## src/rtl/core/tgq_ram.sv

```systemverilog
module tgq_ram #(
    parameter int DEPTH = 64,
    parameter int WIDTH = 8
) (
    input  logic                     i_clk,
    input  logic                     i_we,
    input  logic [$clog2(DEPTH)-1:0] i_waddr,
    input  logic [WIDTH-1:0]         i_wdata,
    input  logic [$clog2(DEPTH)-1:0] i_raddr,
    output logic [WIDTH-1:0]         o_rdata
);

    logic [WIDTH-1:0] r_mem [DEPTH];

    always_ff @(posedge i_clk) begin
        if (i_we) begin
            r_mem[i_waddr] <= i_wdata;
        end
        o_rdata <= r_mem[i_raddr];
    end

endmodule

```

## config.mk

```make
export PLATFORM = sky130hd
export DESIGN_NAME = tgq_ram
export DESIGN_NICKNAME = d
export VERILOG_FILES = /design/src/rtl/core/tgq_ram.sv
export SDC_FILE = /design/constraint.sdc
export NUM_CORES = 1
export LEC_CHECK = 0
export BUFFER_PORTS_ARGS = -buffer_cell sky130_fd_sc_hd__buf_2
export CORE_AREA = 8 8 250 252
export DETAILED_ROUTE_END_ITERATION = 10
export DIE_AREA = 0 0 258 260
export MAX_ROUTING_LAYER = met4
export PLACE_DENSITY_LB_ADDON = 0.3
export SLEW_MARGIN = 20
export SYNTH_ARGS = -nofsm -noshare
export SYNTH_HDL_FRONTEND = slang
export SYNTH_SLANG_ARGS = --single-unit
```

## constraint.sdc

```tcl
create_clock -name i_clk -period 1.7 [get_ports i_clk]
set_clock_uncertainty 0.05 [all_clocks]
set_input_delay 0.085 -clock i_clk [delete_from_list [all_inputs] [get_ports i_clk]]
set_output_delay 0.085 -clock i_clk [all_outputs]
set_load 0.01 [all_outputs]
```

==> out/metrics.cfg, run 1 <==
[route]
routed_wl_mm = 47.77
drt_iter0_drc = 749
firstDrtPassIters = 5
viasPerCell = 5.100
remaining_drc_errors = 0
antenna_left = 0
wl_per_cell_um = 24.38
vias = 9991

[floorplanning]
num_io_pins = 30
initial_core_util_pct = 34.50
die-area_um2 = 67080
die_width_um = 258
die_y_um = 260
fp-row-count = 89
core_um2 = 58460

[sta]
hold_viol = 0
slew_headroom_pct = 49.92
tns_ns = -0.9326
worst_slew_pin_slew_ns = 0.7512
rsz0062_at_grt = true
fin_ws_ns = -0.1483
setup_viol = 8
period_needed_ns = 1.848
fin_crit_sh_pct = 108.7
timing.fmax_mhz = 541.0
slew_viol_final = 0

[placement]
port_buffers = 29
gp_congestion = 0.8018
dp.final_hpwl_mm = 30.69
pre_cts_slack_ns = -0.5652

[logic_synthesis]
yosys_warnings = 0
syn_area_um2 = 20170
syn_inst = 940
async_reset_ff_share_pct = 0
synth-seq-cells = 520
syn_area_per_cell_um2 = 21.45
ys_seq_area_share_pct = 77.03
synthDistinctLibCells = 40
syn-num-nets = 962
synth_edf_count = 512
ys.flop_type = edfxtp_1

[cts]
clk_pin_slew_ns = 0.06
postCtsSetupRepairBufs = 0
h-tree-depth = 2
cts_tree = built
cts_buffers = 51
cts.sink_count = 520
insertion_delay_ns = 0.59
cts.path.max_buffers = 3
cts_root_buf = clkbuf_16

[critical_path]
crit_path_end_kind = register
cp_slowest_cell = mux4_2
cp.required_ns = 2.13
arrival_ns = 2.28
path_max_fanout = 1
start_kind = register
max_stage_delay_ns = 0.54
worstSetupPathType = reg2reg
crit_top_cell = mux4_2
critical_path.cell_chain = mux4_2 -> mux4_2 -> nor2_2 -> nor3_1 -> o2bb2ai_1

[cells_and_area]
most-common-layout-cells = 512 x edfxtp_1, 160 x buf_4, 126 x mux4_2
area.growth.synth_to_final_pct = 20.01
final_common_cell = edfxtp_1
fin_nets = 1163
fin_util_pct = 41.40
drive_gt1_share_pct = 36.35

[power]
p_seq_share_pct = 52.6
p_leak_nw = 7.839
p_clk_share_pct = 41.8
powerDensity_nw_per_um2 = 1119
p_int_mw = 21.44
p_total_mw = 27.08
peakVddDrop_v = 0.0006310
p_comb_share_pct = 5.7
switchingPower_mw = 5.645
p_sw_share_pct = 20.84

[grt]
grt_pass1_wl_mm = 70.17
grt_pass1_vias = 10360
grt_usage_pct = 14.56
grt_max_degree = 65
grt.overflow.total = 0
grt_antenna_before_repair = 5

[outcome]
failed_checks = setup timing
run_status = finished with violations

[run]
drv_cap = 0

[worst_hold_path]
min_path_type = in2reg

[final cells by class]
| cell class | instances | area (um2) |
|---|---|---|
| well taps | 773 | 967.2 |
| clock buffers | 59 | 1349 |
| flip-flops and latches | 520 | 15530 |
| diodes | 3 | 7.507 |
| fillers | 5100 | 34260 |
| clock inverters | 36 | 335.3 |
| repair buffers | 199 | 1580 |
| multi-input cells | 369 | 4428 |
[cells by family (layout without fill, tap and decap cells)]
| group | Yosys count | in the layout | share of synthesized area [%] |
|---|---|---|---|
| AO/OA/AOI/OAI | 54 | 54 | 2.072 |
| buffers and inverters | 51 | 294 | 1.570 |
| flip-flops | 520 | 520 | 77.03 |
| multiplexers | 162 | 162 | 15.94 |
| other | 0 | 3 | 0 |
| AND/OR/NAND/NOR | 153 | 153 | 3.387 |
[repair_timing]
item	CTS	global route
setup endpoints to repair	8	8
cloned	0	0
hold buffers	2	0
hold endpoints to repair	72	0
gates resized for setup	21	0
pin swaps	4	5
[worst max-delay path, delay by kind of cell (launching register included)]
family | cells | cell delay, ns
AND/OR/NAND/NOR | 2 | 0.17
flip-flops | 1 | 0.38
multiplexers | 2 | 1.02
AO/OA/AOI/OAI | 1 | 0.12
[cell usage after synthesis, drive strengths merged (6+ instances only)]
cell	number	area share (%)
nor2	83	1.5
nand3	13	0.32
mux2	13	0.73
edfxtp	512	76
dfxtp	8	0.79
buf	34	1.3
o22ai	8	0.25
nor2b	14	0.43
a221oi	6	0.26
nand2b	7	0.22
nand2	19	0.35
clkbuf	17	0.32
mux4	126	14
nor3	7	0.17
o221ai	8	0.35
mux2i	23	1.1
[final timing paths]
path                start            to  slack, ns  cells after the start
max reg2reg  r_mem[14][0]    o_rdata[0]      -0.15                      5
min            i_wdata[4]  r_mem[41][4]       0.03                      1
min reg2reg  r_mem[23][1]    o_rdata[1]       0.80                      4
max          r_mem[14][0]    o_rdata[0]      -0.15                      5
[stage by stage]
stage,hold slack (ns),instance area [um2],std cells
detailed placement,0.4866,22410,1860
global route,0.04057,24200,1958
floorplan,0.1339,20220,940
CTS,0.03695,24190,1956
global placement,0.4886,22410,1860
finish,0.02625,24200,1959
[registers in the layout, summed over array words and instances (netlist names)]
name     flops
r_mem      512
o_rdata      8
[routing by layer]
layer	share of wire [%]	GRT usage (%)	routed length, um	vias to the layer above
met5	0	-	0	-
met4	3.0	4.624	1412	0
met3	6.2	3.324	2952	82
met2	47	22.55	22550	287
met1	44	19.05	20860	5281
li1	-	-	-	4341
[power by group through the flow]
| stage | registers, mW | clock network, mW | logic [mW] |
|---|---|---|---|
| 4_1_cts | 14.2 | 11.6 | 1.57 |
| 3_3_place_gp | 14.5 | 0 | 1.51 |
| 6_report | 14.2 | 11.3 | 1.53 |
| 2_1_floorplan | 14.5 | 0 | 0.771 |
| 5_1_grt | 14.2 | 12.0 | 1.64 |
| 3_5_place_dp | 14.5 | 0 | 1.52 |
(Power assumes the default switching activity.)
==> run 2: changes to the inputs <==
--- a/config.mk
+++ b/config.mk
@@ -11,6 +11,8 @@
 export DIE_AREA = 0 0 258 260
 export MAX_ROUTING_LAYER = met4
 export PLACE_DENSITY_LB_ADDON = 0.3
+export REMOVE_ABC_BUFFERS = 1
+export SETUP_SLACK_MARGIN = 0.05
 export SLEW_MARGIN = 20
 export SYNTH_ARGS = -nofsm -noshare
 export SYNTH_HDL_FRONTEND = slang
==> run 2 against run 1 <==
Net effect: largest cell class unchanged; critical path depth did not move; worst hold slack got worse by 0.052 ns; via count rose by 1.4%; maximum frequency fell by 1.9%; flip-flop and latch count did not move; utilization rose by 0.054 points; the run ends with hold timing, setup timing left; critical path type unchanged; sequential power barely moved; clock power fell by 6%.
==> out/metrics.cfg, run 2 (same netlist as run 1, synthesis figures left out) <==
[grt]
grt_usage_pct = 14.99  ; +0.43 points
grt_pass1_wl_mm = 71.77  ; +2.3%
grt_antenna_before_repair = 3  ; -2
grt_pass1_vias = 10540  ; +1.7%
grt_max_degree = 65  ; unchanged
grt.overflow.total = 0  ; unchanged

[worst_hold_path]
min_path_type = in2reg
hold_path_depth = 3  ; +2

[route]
wl_met3_mm = 3.332  ; +13%
wl_met2_mm = 22.78  ; +1.0%
vias = 10130  ; +1.4%
topRoutingLayerUsed = met4
drt_iter0_drc = 895  ; +19%
routed_wl_mm = 48.95  ; +2.5%
wl_per_cell_um = 24.86  ; +1.9%
viasPerCell = 5.146  ; +0.90%
remaining_drc_errors = 0  ; unchanged
firstDrtPassIters = 5  ; unchanged
antenna_left = 0  ; unchanged
m1WireLength_mm = 21.43  ; +2.8%

[sta]
worst_slew_pin_slew_ns = 0.7702  ; +0.01899 ns
slew_viol_final = 0  ; unchanged
rsz0062_at_grt = true
setup_viol = 8  ; unchanged
fin_ws_ns = -0.1844  ; -0.03607 ns
hold_slack_ns = -0.02621  ; -0.05246 ns
slew_headroom_pct = 48.66  ; -1.3 points
fin_crit_sh_pct = 110.8  ; +2.1 points
hold_viol = 4  ; +4
period_needed_ns = 1.884  ; +0.03607 ns
timing.fmax_mhz = 530.7  ; -1.9%

[run]
drv_cap = 0  ; unchanged

[cells_and_area]
final_common_cell = edfxtp_1
regMostFlops = r_mem
most-common-layout-cells = 512 x edfxtp_1, 162 x buf_4, 126 x mux4_2
instances_no_fill = 1969  ; +0.51%
regArea_um2 = 15530  ; unchanged
reg_top3 = r_mem (512), o_rdata (8)
drive_gt1_share_pct = 35.76  ; -0.59 points
multiInputGateArea_um2 = 4433  ; +0.11%
fillers = 5118  ; +0.35%
area.growth.synth_to_final_pct = 20.16
fin_nets = 1175  ; +1.0%
largest_reg_flops = 512  ; unchanged

[cts]
cts_hold_buf = 5  ; +3
cts.sink_count = 520  ; unchanged
cts_root_buf = clkbuf_16
cts.path.max_buffers = 3  ; unchanged
h-tree-depth = 2  ; unchanged
insertion_delay_ns = 0.60  ; about the same
cts_tree = built
clk_pin_slew_ns = 0.06  ; about the same
cts_buffers = 51  ; unchanged

[floorplanning]
core_um2 = 58460  ; unchanged
die-area_um2 = 67080  ; unchanged
fp-row-count = 89  ; unchanged
num_io_pins = 30  ; unchanged
die_width_um = 258  ; unchanged
die_y_um = 260  ; unchanged
initial_core_util_pct = 34.50  ; unchanged

[power]
p_total_mw = 26.44  ; -2.4%
powerDensity_nw_per_um2 = 1091  ; -2.5%
peakVddDrop_v = 0.0006777  ; +7.4%
p_leak_nw = 7.850  ; +0.13%

[outcome]
run_status = finished with violations
failed_checks = hold timing, setup timing

[critical_path]
worstSetupPathType = reg2reg
crit_path_end_kind = register
path_buf_inv = 0  ; unchanged
critical_path.cell_chain = mux4_2 -> mux4_2 -> nor2_1 -> nor3_1 -> o2bb2ai_1
crit_top_cell = mux4_2
path_max_fanout = 1  ; unchanged
cp.required_ns = 2.14  ; about the same
max_stage_delay_ns = 0.53  ; about the same
worst-path-stages = 5  ; unchanged
cp_slowest_cell = mux4_2
worstRegToRegCells = 5  ; unchanged
arrival_ns = 2.32  ; +0.04 ns
critPathTopFamily = multiplexers
start_kind = register

[placement]
port_buffers = 29  ; unchanged
pre_cts_slack_ns = -0.5772  ; -0.01194 ns
dp_cells = 1868  ; +0.43%
dp.final_hpwl_mm = 31.43  ; +2.4%
gp_congestion = 0.8213  ; +2.4%

run 2: changes by cell type in the layout (fill, tap and decap cells not counted), moves of 3 or more:
cell	delta
clkbuf_1	+15
clkinv_2	-7
buf_12	+5
bufinv_16	-4
clkinv_1	-4
dlygate4sd3_1	+3
nor2_2	-3
run 2: metrics by stage:
stage                      TNS, ns  area (um2)  util, %
after floorplan           -0.06723       19850        -
after detailed placement    -3.701       22510    38.50
final                       -1.005       24230    41.45
after global routing        -1.386       24230    41.45
after global placement      -3.656       22510    38.50
after CTS                  -0.9936       24200    41.40
run 2: worst min-delay path: cells and delay by family:
family                 cells  cell delay (ns)
AOI/OAI and AO/OA          1             0.11
and+or+nand+nor            1             0.09
buffers and inverters      1             0.27
run 2: per-layer routing:
metal  global-route usage, %  vias up
li1                        -     4366
met1                   20.19     5338
met2                   22.79      342
met3                   2.985       86
met4                   4.999        0
met5                       -        -
run 2: worst paths after layout:
kind                      from    endpoint  slack [ns]
setup / recovery  r_mem[11][2]  o_rdata[2]       -0.18
hold / removal      i_raddr[5]  o_rdata[0]       -0.03
setup reg to reg  r_mem[11][2]  o_rdata[2]       -0.18
hold reg to reg   r_mem[30][4]  o_rdata[4]        0.78
run 2: report_power, final:
part / internal [mW] / switching, mW
logic: 0.680 / 0.899
clock network: 5.99 / 4.63
registers: 14.2 / 0.0563
total: 20.9 / 5.58
run 2: what timing repair did:
action,CTS,global route
endpoints found under the setup margin,8,8
pin swaps,4,3
gates resized for setup,22,5
hold endpoints to repair,115,6
setup buffers,0,0
run 2: layout make-up:
cell class	instances	share of cell area, %
Antenna cell	2	0.02065
Clock buffer	74	5.752
Clock inverter	20	0.6506
Multi-Input combinational cell	369	18.29
Sequential cell	520	64.11
Tap cell	773	3.991
Timing Repair Buffer	211	7.187
